==> src/rtl/gcss_pkg.sv <==
`timescale 1ns / 1ps
package gcss_pkg;

    localparam int MAX_CLUSTER_SIZE = 64;
    localparam int MEASURED_COUNT   = 19;
    localparam int POS_W            = 6;   // search position, sizes 1..63 probed
    localparam int IDX_W            = 7;   // table index 0..64
    localparam int SIZE_W           = 7;
    localparam int FRAC_W           = 17;
    localparam int W_W              = 24;  // per-shape weight
    localparam int WT_W             = 25;  // total weight
    localparam int CDF_W            = 33;  // Q32, 1.0 = 2^32
    localparam int TGT_W            = 57;
    localparam int SUM_W            = 58;
    localparam int CFG_ADDR_W       = 2;
    localparam logic [FRAC_W:0] FRAC_ONE = 18'd65536;

    typedef enum logic [CFG_ADDR_W-1:0] {
        CFG_ARGON     = 2'd0,
        CFG_CF4       = 2'd1,
        CFG_ISOBUTANE = 2'd2
    } cfg_addr_t;

    typedef struct packed {
        logic [TGT_W-1:0] target;
        logic [W_W-1:0]   wa;
        logic [W_W-1:0]   wm;
        logic [POS_W-1:0] pos;
        logic             status;
    } item_t;

    typedef logic [CDF_W-1:0] cdf_table_t [0:MAX_CLUSTER_SIZE];
    typedef logic [16:0] meas_table_t [0:MEASURED_COUNT-1];

    localparam meas_table_t ARGON_MEAS = '{
        17'd65600, 17'd15000, 17'd6400, 17'd3500, 17'd2250, 17'd1550, 17'd1050,
        17'd810, 17'd610, 17'd490, 17'd390, 17'd300, 17'd250, 17'd200,
        17'd160, 17'd120, 17'd95, 17'd75, 17'd63};

    localparam meas_table_t METHANE_MEAS = '{
        17'd78600, 17'd12000, 17'd3400, 17'd1600, 17'd950, 17'd600, 17'd440,
        17'd340, 17'd270, 17'd210, 17'd170, 17'd130, 17'd100, 17'd80,
        17'd60, 17'd50, 17'd42, 17'd37, 17'd33};

    // shift and subtract long division, only used while the constant tables are built
    function automatic logic [63:0] div_u64(input logic [63:0] num, input logic [63:0] den);
        logic [63:0] q;
        logic [63:0] r;
        q = '0;
        r = '0;
        for (int b = 63; b >= 0; b--) begin
            r = {r[62:0], num[b]};
            if (r >= den) begin
                r    = r - den;
                q[b] = 1'b1;
            end
        end
        return q;
    endfunction

    // measured cumulative part rounded to Q32, then a 1/n^2 tail up to one
    function automatic cdf_table_t build_shape(input logic methane);
        cdf_table_t  cdf;
        logic [63:0] one;
        logic [63:0] cum5;
        logic [63:0] cmeas;
        logic [63:0] rem;
        logic [63:0] ttot;
        logic [63:0] t;
        logic [63:0] nsq;
        one   = 64'h1_0000_0000;
        cum5  = '0;
        cmeas = '0;
        ttot  = '0;
        t     = '0;
        cdf[0] = '0;
        for (int n = 1; n <= MEASURED_COUNT; n++) begin
            cum5 = cum5 + 64'(methane ? METHANE_MEAS[n-1] : ARGON_MEAS[n-1]);
            cmeas = div_u64(cum5 * one + 64'd50000, 64'd100000);
            cdf[n] = CDF_W'(cmeas);
        end
        rem = (cmeas < one) ? one - cmeas : 64'd0;
        for (int n = MEASURED_COUNT + 1; n <= MAX_CLUSTER_SIZE; n++) begin
            nsq  = 64'(n) * 64'(n);
            ttot = ttot + div_u64(one, nsq);
        end
        for (int n = MEASURED_COUNT + 1; n <= MAX_CLUSTER_SIZE; n++) begin
            nsq = 64'(n) * 64'(n);
            t   = t + div_u64(one, nsq);
            cdf[n] = CDF_W'(cmeas + div_u64(rem * t, ttot));
        end
        cdf[MAX_CLUSTER_SIZE] = CDF_W'(one);
        return cdf;
    endfunction

    localparam cdf_table_t ARGON_CDF   = build_shape(1'b0);
    localparam cdf_table_t METHANE_CDF = build_shape(1'b1);

endpackage

==> src/rtl/gcss_front.sv <==
`timescale 1ns / 1ps
module gcss_front (
    input  logic                        aclk,
    input  logic                        aresetn,
    input  logic                        adv,
    input  logic                        in_valid,
    input  logic [31:0]                 uniform_value,
    input  logic [gcss_pkg::FRAC_W-1:0] argon_fraction,
    input  logic [gcss_pkg::FRAC_W-1:0] cf4_fraction,
    input  logic [gcss_pkg::FRAC_W-1:0] isobutane_fraction,
    output logic                        out_valid,
    output gcss_pkg::item_t             out_item
);

    logic                         v1_reg;
    logic                         v2_reg;
    logic [31:0]                  u_reg;
    logic [gcss_pkg::W_W-1:0]     wa_reg, wa_next;
    logic [gcss_pkg::W_W-1:0]     wm_reg, wm_next;
    logic [gcss_pkg::WT_W-1:0]    wt_reg, wt_next;
    logic                         st_reg, st_next;
    gcss_pkg::item_t              item_reg, item_next;

    always_comb begin
        wa_next = gcss_pkg::W_W'(argon_fraction) * gcss_pkg::W_W'(23)
                + gcss_pkg::W_W'(cf4_fraction) * gcss_pkg::W_W'(51);
        wm_next = gcss_pkg::W_W'(isobutane_fraction) * gcss_pkg::W_W'(84);
        wt_next = gcss_pkg::WT_W'(wa_next) + gcss_pkg::WT_W'(wm_next);
        // all weights zero: fall back to the argon shape alone
        if (wt_next == '0) begin
            wa_next = gcss_pkg::W_W'(1);
            wt_next = gcss_pkg::WT_W'(1);
        end
        // sum of three register maxima needs two bits above the fraction width
        st_next = ((gcss_pkg::FRAC_W+2)'(argon_fraction)
                 + (gcss_pkg::FRAC_W+2)'(cf4_fraction)
                 + (gcss_pkg::FRAC_W+2)'(isobutane_fraction))
                 != (gcss_pkg::FRAC_W+2)'(gcss_pkg::FRAC_ONE);
    end

    always_comb begin
        item_next.target = gcss_pkg::TGT_W'(u_reg) * gcss_pkg::TGT_W'(wt_reg);
        item_next.wa     = wa_reg;
        item_next.wm     = wm_reg;
        item_next.pos    = '0;
        item_next.status = st_reg;
    end

    always_ff @(posedge aclk) begin
        if (!aresetn) begin
            v1_reg <= 1'b0;
            v2_reg <= 1'b0;
        end else if (adv) begin
            v1_reg <= in_valid;
            v2_reg <= v1_reg;
        end
    end

    always_ff @(posedge aclk) begin
        if (adv) begin
            u_reg    <= uniform_value;
            wa_reg   <= wa_next;
            wm_reg   <= wm_next;
            wt_reg   <= wt_next;
            st_reg   <= st_next;
            item_reg <= item_next;
        end
    end

    assign out_valid = v2_reg;
    assign out_item  = item_reg;

endmodule

==> config.mk <==
export PLATFORM = sky130hd
export DESIGN_NAME = gcss_front
export DESIGN_NICKNAME = d
export VERILOG_FILES = /design/src/rtl/gcss_pkg.sv /design/src/rtl/gcss_front.sv
export SDC_FILE = /design/constraint.sdc
export NUM_CORES = 2
export LEC_CHECK = 0
export BUFFER_PORTS_ARGS = -buffer_cell sky130_fd_sc_hd__buf_2
export CAP_MARGIN = 20
export CORE_MARGIN = 1.5
export CORE_UTILIZATION = 59
export CTS_CLUSTER_DIAMETER = 80
export DETAILED_ROUTE_END_ITERATION = 8
export PLACE_DENSITY = 0.81
export SLEW_MARGIN = 30
export SYNTH_ARGS = -nofsm -noshare
export SYNTH_HDL_FRONTEND = slang
export SYNTH_SLANG_ARGS = --single-unit
==> constraint.sdc <==
create_clock -name aclk -period 8.1 [get_ports aclk]
set_input_delay 1.215 -clock aclk [delete_from_list [all_inputs] [get_ports aclk]]
set_output_delay 1.215 -clock aclk [all_outputs]
set_load 0.005 [all_outputs]
==> results.md <==
- Post-synth EDFFs: slightly above 200
- Vias in the first global route: between 30000 and 40000
- Seq. cell area: between 6000 and 7000 sq um
- GRT overflow: 0
- Dpl hpwl: 80.8 mm
- Placed Instance Area: about 43000 sq um
- Pre-antenna DRT Iters: 6
- Root Driver: clkbuf_16
- R2R Setup Slk: 240 ps
- Std-Cell Rows: 94
- Remaining DRCs: 0
- Fraction of layout cells with a size suffix above 1: 10.2%
- Max_slew headroom: between 30 and 40%
- Final min period: 7860 ps
- Initial antenna violation count: 7
- Starting Density: 59.9%
- Critical Path AT: around 8000 ps
- Hold Path Sink: out_item[9]
- Period utilisation layout: 97.1%
- CTS tree: yes
- Average size of a mapped cell: around 9.9 sq um
- Req. time, crit path: around 8400 ps
- I/O Pins: 200
- Max FFs per register: ~100
- RR Startpoint: wt_reg[4]
- Most common cell after layout, fill and taps aside: inv_1
- Drt wl/cell: 19.8 microns
- Critical Path Fanout Max: 15
- CP startpoint kind: register
- Max clock buf depth: 3
- Worst Setup End Kind: register
- TritonCTS buffer count: 28
- Mapped Cells: about 4000
- Tightest Hold Check Type: reg2reg
- Fin area: around 44000 sq um
- Placer Congestion: just over 0.9
- Register area share after synthesis: between 10% and 20%
- Setup CP Type: reg2reg
- Fin. max-slew vios: 0
- CTS H-Tree Depth: 1
- Final Skew: roughly 43 ps
- Remaining antenna violation count: 0
- Area grow syn2layout: 10.3%
- Die width: approximately 260 microns
- Synth unique cells: 73
- Max-Cap Viols: 0
- Hold_sp: wm_reg[2]
- Fill count: about 5000
- Die Y: ~260 microns
- WHS Path Cells: 0
- Mapped cell area: between 30000 and 40000 sq um
- Warnings from Yosys: 0
- FF-to-FF End: out_item[102]
- Number of buffers added on ports: 191
- Fmax: around 130 MHz
- Core region area: 66200 sq um
- Largest net degree at the start of global routing: 139
- Slew at the pin closest to its max-slew limit: ~960 ps
- Status: finished clean
- Multi-input gate area: just under 30000 sq um
- NumNets Final: ~5500
- R2R depth: 25
- Most frequent cells in the layout: inv_1, fa_1, nand2_1
- First-pass GRT wire length: between 150 and 200 mm
- Final Hold Violating Endpoints: 0
- Final setup violation count: 0
- Clock transition at path regs: roughly 60 ps
- Via-to-Cell Ratio: 5.64
- Die Area: about 69000 sq um
- Clock Latency Late Sink: 620 ps
- Total track usage: roughly 30%
- Clock sink count: around 210
- DRT iter0 DRCs: roughly 2300
- Top FF cell, synth: edfxtp_1
- Vias: ~29000
- Synthesized flop and latch total: 208
- Post-synth ARST share: 0%
- Post-Route WL: 102 mm
[layer usage]
metal  track usage [%]  vias to the layer above  routed length, microns
li1                  -                    12762                       -
met1              38.3                    14616                   38200
met2              52.4                     1375                   50400
met3              5.67                      301                    8960
met4              12.5                        2                    4280
met5                 0                        -                      10
[through the flow]
stage          instances  worst slack [ps]  hold WS, ps  TNS, ps  utilization, %
6_report            5152               236          411        0            66.1
5_1_grt             5152             -51.5          418    -51.5            66.1
4_1_cts             5138              67.9          416        0            65.8
3_5_place_dp        5086              -362          405    -7240            64.3
3_3_place_gp        5086              -160          402    -3020            64.3
2_1_floorplan       4034               391          400        0               -
[cell type report]
type / instances / area share (%)
clock buffer: 30 / 1.62
clock inverter: 22 / 0.669
timing repair buffer: 368 / 5.90
multi-input combinational: 2754 / 67.3
antenna: 3 / 0.0172
sequential: 208 / 14.2
tap: 864 / 2.47
inverter: 903 / 7.75
[critical path: stages, from the launching register on]
cell       delay (ps)
edfxtp_1          330
buf_4             270
buf_4             240
nand2_1           100
fa_1              540
inv_1              50
fa_1              470
fa_1              570
fa_1              450
ha_1              310
fa_1              520
fa_1              440
ha_1              340
a21oi_1           270
a21boi_0          440
a21oi_1           230
a221o_1           420
o21ai_1           150
buf_4             180
a2111oi_1          90
buf_4             180
or2_1             240
buf_4             160
a221o_1           310
a21oi_1           190
xnor2_1            90
[kinds of logic after synthesis]
logic type,after synthesis,share of synthesized area (%)
muxes,3,0.0757
and+or+nand+nor,1104,13.6
xor gates and xnor gates,108,2.38
other,1,0.00945
DFF,208,15.7
adders and majority gates,1170,52.1
buffers and inverters,1072,10.2
AOI/OAI and AO/OA,361,5.95
[repair_timing]
action,4_1_cts,5_1_grt
endpoints found under the setup margin,0,36
setup buffers,0,11
gates resized for setup,0,9
hold buffers,0,0
[cell usage after synthesis, types with 16 or more instances]
| cell | count | area, sq um |
|---|---|---|
| inv_1 | 903 | 3390 |
| fa_1 | 804 | 16100 |
| nand2_1 | 529 | 1990 |
| ha_1 | 366 | 4580 |
| and2_1 | 330 | 2060 |
| edfxtp_1 | 206 | 6190 |
| clkbuf_1 | 156 | 586 |
| a21oi_1 | 98 | 490 |
| nor2_1 | 81 | 304 |
| xnor2_1 | 77 | 674 |
| o21ai_0 | 69 | 345 |
| a21o_1 | 58 | 435 |
| nor2b_1 | 32 | 200 |
| xor2_1 | 31 | 272 |
| and3_1 | 25 | 156 |
| nor3_1 | 25 | 125 |
| nand3_1 | 24 | 120 |
| a211oi_1 | 17 | 128 |
| a31oi_1 | 17 | 106 |
| o21bai_1 | 16 | 120 |
[worst max-delay path by stage]
stage                       from            end  cells after the start
2_1_floorplan  argon_fraction[2]     wa_reg[10]                     29
3_3_place_gp   argon_fraction[2]     wa_reg[12]                     30
3_5_place_dp   argon_fraction[2]     wa_reg[16]                     29
4_1_cts               wt_reg[12]  out_item[105]                     24
5_1_grt                wa_reg[1]  out_item[104]                     26
6_report               wt_reg[4]  out_item[102]                     25
Power is left out: the tool's default activity adds up to more than one toggle a clock period on the data nets, which glitch-free logic cannot reach.
